$ cat config.mk
export PLATFORM = sky130hd
export DESIGN_NAME = watering_pump_controller_core
export DESIGN_NICKNAME = d
export VERILOG_FILES = /design/src/hw/rtl/wpc_pkg.sv /design/src/hw/rtl/wpc_cfg.sv /design/src/hw/rtl/wpc_step.sv /design/src/hw/rtl/watering_pump_controller_core.sv
export SDC_FILE = /design/constraint.sdc
export NUM_CORES = 1
export LEC_CHECK = 0
export ABC_AREA = 1
export BUFFER_PORTS_ARGS = -buffer_cell sky130_fd_sc_hd__buf_2
export CORE_AREA = 2 2 91 93
export DETAILED_ROUTE_END_ITERATION = 12
export DIE_AREA = 0 0 93 95
export MAX_ROUTING_LAYER = met4
export PLACE_DENSITY = 0.84
export SYNTH_ARGS = -nofsm -noshare
export SYNTH_HDL_FRONTEND = slang
export SYNTH_HIERARCHICAL = 1
export SYNTH_SLANG_ARGS = --single-unit
$ cat constraint.sdc
create_clock -name clk -period 6.2 [get_ports clk]
set_input_delay 1.24 -clock clk [delete_from_list [all_inputs] [get_ports clk]]
set_output_delay 1.24 -clock clk [all_outputs]
set_load 0.01 [all_outputs]
$ cat src/hw/rtl/wpc_pkg.sv
`default_nettype none
package wpc_pkg;

  // Field widths
  localparam int MOIST_W = 10;
  localparam int LIMIT_W = 8;
  localparam int TICK_W  = 9;
  localparam int CFG_W   = 10;
  localparam int IDX_W   = 3;
  localparam int IN_TDATA_W  = 16;
  localparam int OUT_TDATA_W = 16;

  // Register indexes
  localparam logic [IDX_W-1:0] REG_LOW_THR   = 3'd0;
  localparam logic [IDX_W-1:0] REG_HIGH_THR  = 3'd1;
  localparam logic [IDX_W-1:0] REG_AUTO_LIM  = 3'd2;
  localparam logic [IDX_W-1:0] REG_MANUAL_RUN = 3'd3;

  // Reset values of the registers
  localparam logic [MOIST_W-1:0] LOW_THR_RST    = 10'd500;
  localparam logic [MOIST_W-1:0] HIGH_THR_RST   = 10'd800;
  localparam logic [LIMIT_W-1:0] AUTO_LIM_RST   = 8'd10;
  localparam logic [LIMIT_W-1:0] MANUAL_RUN_RST = 8'd5;

  // Timer stops here
  localparam logic [TICK_W-1:0] TICK_MAX = {TICK_W{1'b1}};

  typedef enum logic [1:0] {
    LED_GREEN  = 2'd0,
    LED_YELLOW = 2'd1,
    LED_RED    = 2'd2
  } led_t;

  typedef struct packed {
    logic [MOIST_W-1:0] low_thr;
    logic [MOIST_W-1:0] high_thr;
    logic [LIMIT_W-1:0] auto_lim;
    logic [LIMIT_W-1:0] manual_run;
  } cfg_t;

  typedef struct packed {
    logic              manual;
    logic              pump;
    logic [TICK_W-1:0] ticks;
    led_t              led;
  } ctl_state_t;

  typedef struct packed {
    logic [MOIST_W-1:0] moisture;
    logic               mode_button;
    logic               water_button;
  } tick_in_t;

endpackage
`default_nettype wire

$ cat src/hw/rtl/wpc_cfg.sv
`default_nettype none
module wpc_cfg
  import wpc_pkg::*;
(
  input  wire logic             clk,
  input  wire logic             rst_n,
  input  wire logic             cfg_we,
  input  wire logic [IDX_W-1:0] cfg_addr,
  input  wire logic [CFG_W-1:0] cfg_wdata,
  output cfg_t                  cfg
);

  cfg_t cfg_r;
  cfg_t cfg_nxt;

  // Decode the write, drop indexes past the list
  always_comb begin
    cfg_nxt = cfg_r;
    if (cfg_we) begin
      case (cfg_addr)
        REG_LOW_THR:    cfg_nxt.low_thr    = cfg_wdata;
        REG_HIGH_THR:   cfg_nxt.high_thr   = cfg_wdata;
        REG_AUTO_LIM:   cfg_nxt.auto_lim   = cfg_wdata[LIMIT_W-1:0];
        REG_MANUAL_RUN: cfg_nxt.manual_run = cfg_wdata[LIMIT_W-1:0];
        default:        cfg_nxt = cfg_r;
      endcase
    end
  end

  always_ff @(posedge clk) begin
    if (!rst_n) begin
      cfg_r.low_thr    <= LOW_THR_RST;
      cfg_r.high_thr   <= HIGH_THR_RST;
      cfg_r.auto_lim   <= AUTO_LIM_RST;
      cfg_r.manual_run <= MANUAL_RUN_RST;
    end else begin
      cfg_r <= cfg_nxt;
    end
  end

  assign cfg = cfg_r;

endmodule
`default_nettype wire

$ cat src/hw/rtl/wpc_step.sv
`default_nettype none
module wpc_step
  import wpc_pkg::*;
(
  input  wire ctl_state_t cur,
  input  wire cfg_t       cfg,
  input  wire tick_in_t   tick,
  output ctl_state_t      nxt
);

  always_comb begin
    nxt = cur;

    // Mode toggle first; entering manual stops the pump
    if (tick.mode_button) begin
      if (!cur.manual) begin
        nxt.manual = 1'b1;
        nxt.pump   = 1'b0;
      end else begin
        nxt.manual = 1'b0;
      end
    end

    // Manual start request
    if (nxt.manual && tick.water_button && !nxt.pump) begin
      nxt.pump  = 1'b1;
      nxt.ticks = '0;
    end

    if (!nxt.manual) begin
      // Auto: hysteresis with run timeout
      if ((tick.moisture < cfg.low_thr) && !nxt.pump) begin
        nxt.pump  = 1'b1;
        nxt.ticks = '0;
        nxt.led   = LED_YELLOW;
      end
      if (nxt.pump) begin
        if (nxt.ticks != TICK_MAX) nxt.ticks = nxt.ticks + 1'b1;
        if ((tick.moisture > cfg.high_thr) ||
            (nxt.ticks > {1'b0, cfg.auto_lim})) begin
          nxt.pump = 1'b0;
          nxt.led  = LED_GREEN;
        end
      end else begin
        nxt.led = LED_GREEN;
      end
    end else begin
      // Manual: timed run
      if (nxt.pump) begin
        if (nxt.ticks != TICK_MAX) nxt.ticks = nxt.ticks + 1'b1;
        nxt.led = LED_YELLOW;
        if (nxt.ticks >= {1'b0, cfg.manual_run}) nxt.pump = 1'b0;
      end else begin
        nxt.led = LED_RED;
      end
    end
  end

endmodule
`default_nettype wire

$ cat src/hw/rtl/watering_pump_controller_core.sv
// Watering pump controller core.
// Input stream: one beat per control tick; in_tdata carries the moisture
// sample (tenths of a percent) and the mode and water button flags.
// Output stream: one beat per input beat with the pump drive, LED color,
// mode and the run tick count after that tick.
// Configuration: write enable, register index and data; the user must
// write registers only while no tick is in flight; the block does not enforce it.
// Path: an input beat is held in the input register, then passes the step
// logic into the state and result registers.
// Throughput: one tick per cycle while out_tready is high; the controller
// state update is a single pass of compares and a saturating increment.
// Reset: mode auto, pump off, tick count zero, LED green, registers at
// their default values; both stream stages empty.
// Stall: while out_tready is low the result holds and the input register
// keeps one more beat; then in_tready drops.
`default_nettype none
module watering_pump_controller_core
  import wpc_pkg::*;
(
  input  wire logic                   clk,
  input  wire logic                   rst_n,
  // moisture[9:0], mode_button[10], water_button[11], zero[15:12]
  input  wire logic [IN_TDATA_W-1:0]  in_tdata,
  input  wire logic                   in_tvalid,
  output logic                        in_tready,
  // pump_on[0], led_colour[2:1], manual_mode[3], run_ticks[12:4], zero[15:13]
  output logic [OUT_TDATA_W-1:0]      out_tdata,
  output logic                        out_tvalid,
  input  wire logic                   out_tready,
  input  wire logic                   cfg_we,
  input  wire logic [IDX_W-1:0]       cfg_addr,
  input  wire logic [CFG_W-1:0]       cfg_wdata
);

  cfg_t       cfg;
  ctl_state_t state_r;
  ctl_state_t state_nxt;
  tick_in_t   tick_r;
  logic       tick_vld_r;
  logic       out_vld_r;
  logic [OUT_TDATA_W-1:0] out_data_r;
  logic       advance;
  logic       in_beat;

  wpc_cfg u_cfg (
    .clk       (clk),
    .rst_n     (rst_n),
    .cfg_we    (cfg_we),
    .cfg_addr  (cfg_addr),
    .cfg_wdata (cfg_wdata),
    .cfg       (cfg)
  );

  wpc_step u_step (
    .cur  (state_r),
    .cfg  (cfg),
    .tick (tick_r),
    .nxt  (state_nxt)
  );

  // Move the held tick into the result stage when it is free
  assign advance   = tick_vld_r && (!out_vld_r || out_tready);
  assign in_tready = !tick_vld_r || advance;
  assign in_beat   = in_tvalid && in_tready;

  // Stage valids and controller state
  always_ff @(posedge clk) begin
    if (!rst_n) begin
      tick_vld_r    <= 1'b0;
      out_vld_r     <= 1'b0;
      state_r.manual <= 1'b0;
      state_r.pump   <= 1'b0;
      state_r.ticks  <= '0;
      state_r.led    <= LED_GREEN;
    end else begin
      if (in_beat) begin
        tick_vld_r <= 1'b1;
      end else if (advance) begin
        tick_vld_r <= 1'b0;
      end
      if (advance) begin
        out_vld_r <= 1'b1;
        state_r   <= state_nxt;
      end else if (out_tready) begin
        out_vld_r <= 1'b0;
      end
    end
  end

  // Payload registers
  always_ff @(posedge clk) begin
    if (in_beat) begin
      tick_r.moisture     <= in_tdata[MOIST_W-1:0];
      tick_r.mode_button  <= in_tdata[MOIST_W];
      tick_r.water_button <= in_tdata[MOIST_W+1];
    end
    if (advance) begin
      out_data_r <= {3'b000, state_nxt.ticks, state_nxt.manual,
                     state_nxt.led, state_nxt.pump};
    end
  end

  assign out_tdata  = out_data_r;
  assign out_tvalid = out_vld_r;

endmodule
`default_nettype wire
* Word-level counts from Yosys, hierarchy flattened
Index checks and enable logic that the tools add are counted.
** Word-level totals
- Output and inout bits :: 18
- Logic and storage cells :: 68
- Bits in registers :: 76
- Input port bits :: 34
** Operators by class
- Reduce and logical (&&, ||, !) cells :: 19
- Add/subtract/negate cells :: 2
- Order comparisons :: 4
- Equality and inequality tests :: 5
- Muxes and demuxes :: 24
** Operators with widths (number)
- $mux W9 :: 6
- $mux W12 :: 3
- $mux W10 :: 3
- $add A9 B1 Y9 const B :: 2
- $ne A9 B9 Y1 const B :: 2
- $gt A10 B10 Y1 :: 1
- $lt A10 B10 Y1 :: 1
- $ge A9 B8 Y1 :: 1
- $gt A9 B8 Y1 :: 1
- $mux W1 :: 8
- $mux W2 :: 4
- $reduce_and A2 Y1 :: 4
- $eq A3 B2 Y1 const B :: 2
- $logic_and A1 B1 Y1 :: 5
- $logic_not A1 Y1 :: 4
- $reduce_bool A2 Y1 :: 2
- $eq A3 B1 Y1 const B :: 1
- $logic_not A3 Y1 :: 1
- $logic_or A1 B1 Y1 :: 3

* Logic depth before layout (Yosys ltp)
Gate-level depths: netlist of run 1.
- Word-level depth :: 18
- Mapped depth :: 31
- Gate-level depth less buffers :: 31

* Cells and area by module
Netlist of run 1, hierarchy kept.
** By module, submodules not included
- wpc_step :: area each 1964.4 µm², sequential area each 0.0 µm², cells an instance 333, times used 1
- watering_pump_controller_core :: area each 1498.9 µm², sequential area each 1051.0 µm², cells an instance 126, times used 1
- wpc_cfg :: area each 1460.2 µm², sequential area each 720.7 µm², cells an instance 204, times used 1

* Worst setup path before layout of run 1
No wires, ideal clock.
- Kind :: reg2reg
- Start :: register tick_r[11] (netlist name)
- End :: register state_r[11] (netlist name)
- Required time :: 6.136 ns
- Buffers on the path :: 0
- Period minus slack after synthesis :: 3.412 ns
- Setup slack :: 2.788 ns
- Stages on the path, launching flop included :: 27
- Arrival :: 3.348 ns
- Setup time :: 0.064 ns
- Path through :: edfxtp_1 > ha_1 > nand2_1 > nor2_1 > nand3_1 > nand3_2 > nor2_4 > nor3_1 > ha_1 > inv_1 > nor2_2 > nand3_2 > nor2_4 > nand3_4 > nand2_1 > ha_1 > a21oi_1 > o21ai_0 > o21ai_0 > a21boi_0 > o21ai_0 > nand2_1 > o21ai_1 > inv_1 > nand3_2 > nand2_1 > nor2_1
** RTL lines
- start: declaration :: line watering_pump_controller_core.sv:38 : tick_in_t tick_r;
- end signal: assignment :: line watering_pump_controller_core.sv:83 : state_r <= state_nxt;
- end: declaration :: line watering_pump_controller_core.sv:36 : ctl_state_t state_r;

==> results of run 1 <==
==> power by group through the flow <==
stage	Sequential (uW)	Combinational, uW	Clock [uW]
after global placement	574	224	0
after CTS	564	234	388
final	564	237	383
after global routing	568	270	405
after detailed placement	576	231	0
after floorplan	571	176	0
==> metal layers <==
metal  routed length (um)  up-vias  share of wire [%]  global-route usage [%]
met3                  507       30                4.5                   3.512
met4                  364        0                3.3                   11.64
met5                    0        -                  0                       -
met2                 5701      140                 51                   49.88
met1                 4585     2001                 41                   31.21
li1                     -     2190                  -                       -
==> worst min-delay path: stages, from the launching register on <==
cell	delay [ps]
dfxtp_1	340
nand2_1	50
nand3_1	50
==> stage by stage <==
stage	hold slack, ps	power, uW	cells
2_1_floorplan	428.9	747.2	665
3_3_place_gp	441.0	797.9	796
3_5_place_dp	446.6	807.2	796
4_1_cts	466.6	1187	812
5_1_grt	491.2	1243	812
6_report	469.4	1185	812
==> cell families after synthesis <==
kind of cell	synth area share, %
buffers and inverters	10.85
flip-flops	35.98
AND/OR/NAND/NOR	34.31
other	0.07617
AO/OA/AOI/OAI	7.776
XOR/XNOR	1.601
adder cells (fa/ha/maj)	9.403
==> Yosys cell counts, types with 8 or more instances <==
| library cell | number | share of area (%) |
|---|---|---|
| nand2_1 | 149 | 11 |
| inv_1 | 96 | 7.3 |
| nor2_1 | 77 | 5.9 |
| nand3_1 | 63 | 6.4 |
| dfxtp_1 | 51 | 21 |
| ha_1 | 37 | 9.4 |
| a21oi_1 | 32 | 3.3 |
| edfxtp_1 | 25 | 15 |
| o21ai_0 | 15 | 1.5 |
| nor2_2 | 10 | 1.3 |
| inv_2 | 9 | 0.69 |
| nor2_4 | 9 | 2.1 |
| buf_4 | 8 | 1.2 |
| nand2_2 | 8 | 1.0 |
| nand3_2 | 8 | 1.6 |
| xor2_1 | 8 | 1.4 |
==> state kept, by name (all words and copies together), names as in the netlist <==
register    count
u_cfg/cfg      36
tick_vld_r      1
tick_r         12
out_tvalid      1
state_r        13
out_tdata      13
==> cell type report <==
| cell class | instances | area [um2] |
|---|---|---|
| Timing Repair Buffer | 44 | 220.2 |
| Clock buffer | 10 | 137.6 |
| Multi-Input combinational cell | 464 | 2625 |
| Sequential cell | 76 | 1772 |
| Clock inverter | 6 | 62.56 |
| Fill cell | 689 | 2575 |
| Inverter | 107 | 404.1 |
| Tap cell | 105 | 131.4 |
==> final timing paths <==
kind                                                  from                          to  slack (ps)  cells past startpoint
worst max-delay path            u_cfg/cfg[35]$_SDFFE_PN0P_    state_r[11]$_SDFFE_PN0P_        1870                     27
worst min-delay path            u_cfg/cfg[28]$_SDFFE_PN1P_  u_cfg/cfg[28]$_SDFFE_PN1P_         470                      2
worst max register to register  u_cfg/cfg[35]$_SDFFE_PN0P_    state_r[11]$_SDFFE_PN0P_        1870                     27
worst min register to register  u_cfg/cfg[28]$_SDFFE_PN1P_  u_cfg/cfg[28]$_SDFFE_PN1P_         470                      2
==> impl_metrics.env, run 1 <==
export IMPL_grt_setup_unrepaired="no"
export IMPL_fin_util_pct=67.52
export IMPL_die_h_um=95
export IMPL_required_ps=6490
export IMPL_die_area_um2=8835
export IMPL_gp_congestion=0.9385
export IMPL_ant_nets=0
export IMPL_critical_path_top_delay_family="simple AND/OR/NAND/NOR gates"
export IMPL_slew_violations=0
export IMPL_path_buf_inv=3
export IMPL_pwr_share_comb_pct=20.0
export IMPL_cts_buffer_depth=2
export IMPL_start_util_pct=62.11
export IMPL_p_leak_uw=0.002624
export IMPL_clkLatencyLatePin_ps=350
export IMPL_syn_to_final_growth_pct=8.717
export IMPL_fin_skew_ps=10.54
export IMPL_root_buffer="clkbuf_8"
export IMPL_ios=52
export IMPL_max_slew_worst_pin_slew_ps=1189
export IMPL_async_flop_share_pct=0
export IMPL_grt_pass1_vias=4159
export IMPL_grt_max_degree=51
export IMPL_cts_setup_buffers=0
export IMPL_slowest_delay_ps=390
export IMPL_dp_hpwl_um=8391
export IMPL_synth_cells=663
export IMPL_critical_path_class="flop to flop"
export IMPL_clkPwrFrac_pct=32.3
export IMPL_post_drt_wl_per_cell_um=13.74
export IMPL_cp_common_cell="nand2_1"
export IMPL_drt_pass1_iter_count=5
export IMPL_slew_headroom_pct=20.71
export IMPL_finalCritPeriodShare_pct=69.92
export IMPL_postCtsHoldBufs=0
export IMPL_hold_viol=0
export IMPL_design_area_um2=5353
export IMPL_final_nets=773
export IMPL_drt_iter0_markers=245
export IMPL_place_ws_ps=1946
export IMPL_endpoint_kind="flop"
export IMPL_cp_max_fo=7
export IMPL_via_per_inst=5.371
export IMPL_ys_warn_count=6
export IMPL_p_switching_uw=362.9
export IMPL_synthDistinctLibCells=45
export IMPL_grt_antenna_before_repair=0
export IMPL_max_freq_mhz=230.7
export IMPL_maxCapViolations=0
export IMPL_drive_gt1_share_pct=16.12
export IMPL_power_frac_seq_pct=47.6
export IMPL_cts_resized=0
export IMPL_core_um2=7928
export IMPL_finalSetupViolations=0
export IMPL_vias=4361
export IMPL_grt_pass1_wl_um=18730
export IMPL_clk_pin_slew_worst_paths_ps=80
export IMPL_synth_area_um2=4923
export IMPL_p_per_area_nw_per_um2=221.4
export IMPL_synth_top_flop_cell="dfxtp_1"
export IMPL_h_tree_depth=3
export IMPL_cts_buffers=9
export IMPL_p_int_uw=822.2
export IMPL_cts_tree="done"
export IMPL_drc=0
export IMPL_rows=33
export IMPL_syn_avg_cell_area_um2=7.426
export IMPL_slowest_stage="dfxtp_1"
export IMPL_ir_drop_v=0.0001736
export IMPL_port_buffers=44
export IMPL_dpl_cell_area_um2=5152
export IMPL_synth_edf_count=25
export IMPL_fp_dieW_um=93
export IMPL_hold_class="flop to flop"
export IMPL_synth_seq_cells=76
export IMPL_switching_share_pct=30.62
export IMPL_layout_commonest_cell="nand2_1"
export IMPL_grt_total_usage_pct=27.76
export IMPL_yosysSeqAreaShare_pct=35.98
export IMPL_arrival_ps=4620
export IMPL_status="finished, final reports clean"
export IMPL_clock_sinks=76
export IMPL_mostFrequentLayoutCells="nand2_1, inv_1, nor2_1, nand3_1, dfxtp_1"
export IMPL_finalCriticalPeriod_ps=4335
export IMPL_setup_tns_ps=0
export IMPL_routed_wl_um=11160
export IMPL_grt_overflow=0
export IMPL_setup_slack_ps=1865
export IMPL_n_antenna_cell=0
export IMPL_critPathLaunchType="flop"
Note: power is estimated with default switching activity, not from simulation.
==> run 2: changes to the inputs <==
Settings changed: CORE_AREA 2 2 91 93 to 2 2 94 96, DIE_AREA 0 0 93 95 to 0 0 96 98, PLACE_DENSITY 0.84 to 0.8.
Clock period 6.2 ns to 4.2 ns, I/O delays scaled along.
==> impl_metrics.env, run 2 (synthesis results as in run 1) <==
export IMPL_status="finished, final reports clean"
export IMPL_maxCapViolations=0
export IMPL_post_drt_wl_per_cell_um=13.56
export IMPL_hp_start="u_cfg/cfg[28]$_SDFFE_PN1P_"
export IMPL_fp_dieW_um=96
export IMPL_worstReg2RegStart="tick_r[7]$_DFFE_PP_"
export IMPL_hold_class="flop to flop"
export IMPL_start_util_pct=58.16
export IMPL_grt_overflow=0
export IMPL_grt_pass1_vias=4223
export IMPL_grt_total_usage_pct=25.96
export IMPL_grt_max_degree=51
export IMPL_slew_headroom_pct=17.86
export IMPL_n_antenna_cell=0
export IMPL_place_ws_ps=141.6
export IMPL_clk_pin_slew_worst_paths_ps=80
export IMPL_cts_buffers=9
export IMPL_finalSetupViolations=0
export IMPL_ios=52
export IMPL_cts_tree="done"
export IMPL_max_slew_worst_pin_slew_ps=1232
export IMPL_vias=4372
export IMPL_gp_congestion=0.9252
export IMPL_clkLatencyLatePin_ps=350
export IMPL_setup_slack_ps=265.9
export IMPL_drt_iter0_markers=221
export IMPL_ant_nets=0
export IMPL_grt_antenna_before_repair=0
export IMPL_final_nets=781
export IMPL_grt_use_met2_pct=42.52
export IMPL_postCtsHoldBufs=0
export IMPL_p_per_area_nw_per_um2=321.2
export IMPL_largest_reg_flops=36
export IMPL_port_buffers=44
export IMPL_rows=34
export IMPL_cp_max_fo=8
export IMPL_dp_hpwl_um=8643
export IMPL_endpoint_kind="flop"
export IMPL_critPathLaunchType="flop"
export IMPL_drive_gt1_share_pct=18.60
export IMPL_critical_path_class="flop to flop"
export IMPL_core_um2=8466
export IMPL_max_freq_mhz=254.2
export IMPL_holdWs_ps=467.2
export IMPL_mostFrequentLayoutCells="nand2_1, inv_1, nor2_1, nand3_1, dfxtp_1"
export IMPL_die_h_um=98
export IMPL_drt_pass1_iter_count=5
export IMPL_routed_wl_um=11160
export IMPL_grt_pass1_wl_um=18730
export IMPL_slowest_delay_ps=440
export IMPL_syn_to_final_growth_pct=10.95
export IMPL_finalCriticalPeriod_ps=3934
export IMPL_fin_skew_ps=9.582
export IMPL_r2r_slack_ps=270
export IMPL_use_met1_pct=30.97
export IMPL_design_area_um2=5463
export IMPL_r2r_end="state_r[1]$_SDFFE_PN0P_"
export IMPL_whs_path_depth=2
export IMPL_die_area_um2=9408
export IMPL_h_tree_depth=3
export IMPL_via_per_inst=5.312
export IMPL_clock_sinks=76
export IMPL_nFillCells=749
export IMPL_p_total_uw=1755
export IMPL_hold_viol=0
export IMPL_root_buffer="clkbuf_8"
export IMPL_arrival_ps=4220
export IMPL_layout_commonest_cell="nand2_1"
export IMPL_slowest_stage="edfxtp_1"
export IMPL_dpl_cell_area_um2=5179
export IMPL_required_ps=4480
export IMPL_ff2ff_path_depth=30
export IMPL_ir_drop_v=0.0002553
export IMPL_p_leak_uw=0.002666
export IMPL_gr_max_usage_layer="met2"
export IMPL_hold_end="u_cfg/cfg[28]$_SDFFE_PN1P_"
export IMPL_use_met3_pct=3.935
export IMPL_cp_common_cell="nand2_1"
export IMPL_finalCritPeriodShare_pct=93.67
export IMPL_slew_violations=0
export IMPL_drc=0
export IMPL_cts_buffer_depth=2
-- run 2: worst max-delay path by stage --
stage                               start                       end  slack [ps]  cells past startpoint
3_5_place_dp   u_cfg/cfg[35]$_SDFFE_PN0P_  state_r[11]$_SDFFE_PN0P_         140                     28
6_report              tick_r[7]$_DFFE_PP_   state_r[1]$_SDFFE_PN0P_         270                     30
3_3_place_gp   u_cfg/cfg[35]$_SDFFE_PN0P_  state_r[11]$_SDFFE_PN0P_         220                     28
5_1_grt               tick_r[7]$_DFFE_PP_   state_r[1]$_SDFFE_PN0P_         -40                     30
4_1_cts               tick_r[7]$_DFFE_PP_  state_r[11]$_SDFFE_PN0P_         120                     29
2_1_floorplan        tick_r[11]$_DFFE_PP_  state_r[11]$_SDFFE_PN0P_         790                     26
-- run 2: routing by layer --
metal	wire length, um	vias up
met5	0	-
met4	446	0
met3	485	36
met2	5605	133
met1	4626	1989
li1	-	2214
-- run 2: area by class of cell --
class	instances	area, um2	share of cell area, %
Multi-Input combinational cell	464	2670	48.88
Timing Repair Buffer	52	280.3	5.131
Sequential cell	76	1773	32.46
Clock inverter	6	62.56	1.145
Clock buffer	10	137.6	2.519
Tap cell	108	135.1	2.474
Inverter	107	404.1	7.398
-- run 2: report_power, final --
group	internal (uW)	switching (uW)	leakage (uW)	total, uW
sequential	803	30.0	0.000659	833
clock	290	271	0.0000963	561
combinational	128	233	0.00191	361
total	1220	534	0.00267	1750
-- run 2: through the flow --
stage,util [%],cells,setup TNS [ps]
CTS,63.54,818,0
finish,64.53,823,0
global route,64.53,823,-36.14
detailed placement,61.17,802,0
floorplan,-,665,0
global placement,61.17,802,0
-- run 2: worst max-delay path, delay by kind of cell (launching register included) --
kind,cells,cell delay (ps)
buffers and inverters,6,540
AOI/OAI and AO/OA,4,440
DFF,1,440
adders and majority gates,3,680
and+or+nand+nor,17,1740
-- run 2: repair_timing --
action | CTS | global route
gates resized for setup | 0 | 14
buffers inserted | 0 | 5
setup endpoints to repair | 0 | 6
==> run 3: changes to the inputs <==
Settings changed: REMOVE_ABC_BUFFERS from default to 1.
==> impl_metrics.env, run 3 (synthesis results as in run 1) <==
export IMPL_use_met3_pct=3.781
export IMPL_drt_iter0_markers=266
export IMPL_vias=4438
export IMPL_finalCriticalPeriod_ps=3987
export IMPL_cts_buffers=9
export IMPL_cp_max_fo=5
export IMPL_ios=52
export IMPL_hold_viol=0
export IMPL_grt_use_met2_pct=43.06
export IMPL_p_per_area_nw_per_um2=337.4
export IMPL_arrival_ps=4230
export IMPL_p_total_uw=1899
export IMPL_die_area_um2=9408
export IMPL_n_antenna_cell=0
export IMPL_h_tree_depth=3
export IMPL_r2r_slack_ps=210
export IMPL_worstReg2RegStart="tick_r[7]$_DFFE_PP_"
export IMPL_finalCritPeriodShare_pct=94.93
export IMPL_maxCapViolations=0
export IMPL_dp_hpwl_um=8298
export IMPL_start_util_pct=58.16
export IMPL_grt_pass1_vias=4193
export IMPL_ff2ff_path_depth=30
export IMPL_clk_pin_slew_worst_paths_ps=80
export IMPL_design_area_um2=5627
export IMPL_largest_reg_flops=36
export IMPL_cp_startpoint="tick_r[7]$_DFFE_PP_"
export IMPL_core_um2=8466
export IMPL_max_slew_worst_pin_slew_ps=1261
export IMPL_critPathLaunchType="flop"
export IMPL_grt_overflow=0
export IMPL_clkLatencyLatePin_ps=350
export IMPL_finalSetupViolations=0
export IMPL_post_drt_wl_per_cell_um=13.93
export IMPL_gr_max_usage_layer="met2"
export IMPL_critical_path_endpoint="state_r[0]$_SDFFE_PN0P_"
export IMPL_cts_buffer_depth=2
export IMPL_slowest_stage="edfxtp_1"
export IMPL_slew_violations=0
export IMPL_final_nets=783
export IMPL_slowest_delay_ps=450
export IMPL_mostFrequentLayoutCells="nand2_1, inv_1, nor2_1, nand3_1, dfxtp_1"
export IMPL_use_met1_pct=31.51
export IMPL_dpl_cell_area_um2=5164
export IMPL_hold_class="flop to flop"
export IMPL_ant_nets=0
export IMPL_grt_max_degree=51
export IMPL_syn_to_final_growth_pct=14.28
export IMPL_max_freq_mhz=250.8
export IMPL_cp_common_cell="nand2_2"
export IMPL_port_buffers=44
export IMPL_routed_wl_um=11490
export IMPL_fp_dieW_um=96
export IMPL_gp_congestion=0.9544
export IMPL_r2r_end="state_r[0]$_SDFFE_PN0P_"
export IMPL_status="finished, final reports clean"
export IMPL_clock_sinks=76
export IMPL_grt_total_usage_pct=25.73
export IMPL_endpoint_kind="flop"
export IMPL_grt_antenna_before_repair=0
export IMPL_whs_path_depth=2
export IMPL_p_leak_uw=0.002701
export IMPL_critical_path_class="flop to flop"
export IMPL_drive_gt1_share_pct=21.20
export IMPL_root_buffer="clkbuf_8"
export IMPL_via_per_inst=5.379
export IMPL_die_h_um=98
export IMPL_holdWs_ps=467.1
export IMPL_slew_headroom_pct=15.95
export IMPL_grt_pass1_wl_um=18710
export IMPL_layout_commonest_cell="nand2_1"
export IMPL_required_ps=4440
export IMPL_drc=0
export IMPL_ir_drop_v=0.0002469
export IMPL_cts_tree="done"
export IMPL_postCtsHoldBufs=0
export IMPL_rows=34
export IMPL_drt_pass1_iter_count=5
export IMPL_fin_skew_ps=10.24
run 3: worst max-delay path: cells and delay by family (launching register included):
| family | cells | cell delay [ps] |
|---|---|---|
| flops | 1 | 450 |
| fa+ha+maj | 3 | 760 |
| buf+inv | 4 | 350 |
| simple gates | 20 | 1980 |
| compound gates | 3 | 310 |
run 3: worst min-delay path by stage:
| stage | start | endpoint | slack [ps] |
|---|---|---|---|
| 5_1_grt | u_cfg/cfg[28]$_SDFFE_PN1P_ | u_cfg/cfg[28]$_SDFFE_PN1P_ | 500 |
| 2_1_floorplan | u_cfg/cfg[28]$_SDFFE_PN1P_ | u_cfg/cfg[28]$_SDFFE_PN1P_ | 430 |
| 3_3_place_gp | u_cfg/cfg[31]$_SDFFE_PN1P_ | u_cfg/cfg[31]$_SDFFE_PN1P_ | 440 |
| 6_report | u_cfg/cfg[31]$_SDFFE_PN1P_ | u_cfg/cfg[31]$_SDFFE_PN1P_ | 470 |
| 3_5_place_dp | u_cfg/cfg[34]$_SDFFE_PN1P_ | u_cfg/cfg[34]$_SDFFE_PN1P_ | 450 |
| 4_1_cts | u_cfg/cfg[34]$_SDFFE_PN1P_ | u_cfg/cfg[34]$_SDFFE_PN1P_ | 470 |
run 3: final cells by class:
| type | instances | area [um2] |
|---|---|---|
| Clock inverter | 5 | 98.84 |
| Tap cell | 108 | 135.1 |
| Sequential cell | 76 | 1772 |
| Clock buffer | 11 | 141.4 |
| Timing Repair Buffer | 53 | 287.8 |
| Inverter | 107 | 404.1 |
| Multi-Input combinational cell | 465 | 2788 |
| Fill cell | 706 | 2839 |
run 3: repair_timing:
action | 4_1_cts | 5_1_grt
pin swaps | 0 | 16
endpoints found under the hold margin | 0 | 0
setup buffers | 0 | 8
cloned | 0 | 1
gates resized for setup | 1 | 37
endpoints found under the setup margin | 2 | 6
run 3: stage by stage:
stage               setup slack (ps)  utilization [%]  TNS [ps]  instances
floorplan                      773.5                -         0        647
global placement               140.0            61.00         0        800
CTS                            49.89            63.86         0        816
global route                  -45.69            66.46    -56.15        825
detailed placement             50.41            61.00         0        800
finish                         212.9            66.46         0        825
run 3: report_power, final:
group	internal [uW]	switching, uW	leakage, uW	total [uW]
Clock	409	269	0.000121	678
Combinational	142	247	0.00192	388
Sequential	803	29.3	0.000658	833
run 3: routing by layer:
layer  vias to the layer above  share of wire (%)
met5                         -                  0
met4                         0                2.7
met2                       152                 51
met3                        28                4.7
li1                       2218                  -
met1                      2040                 42
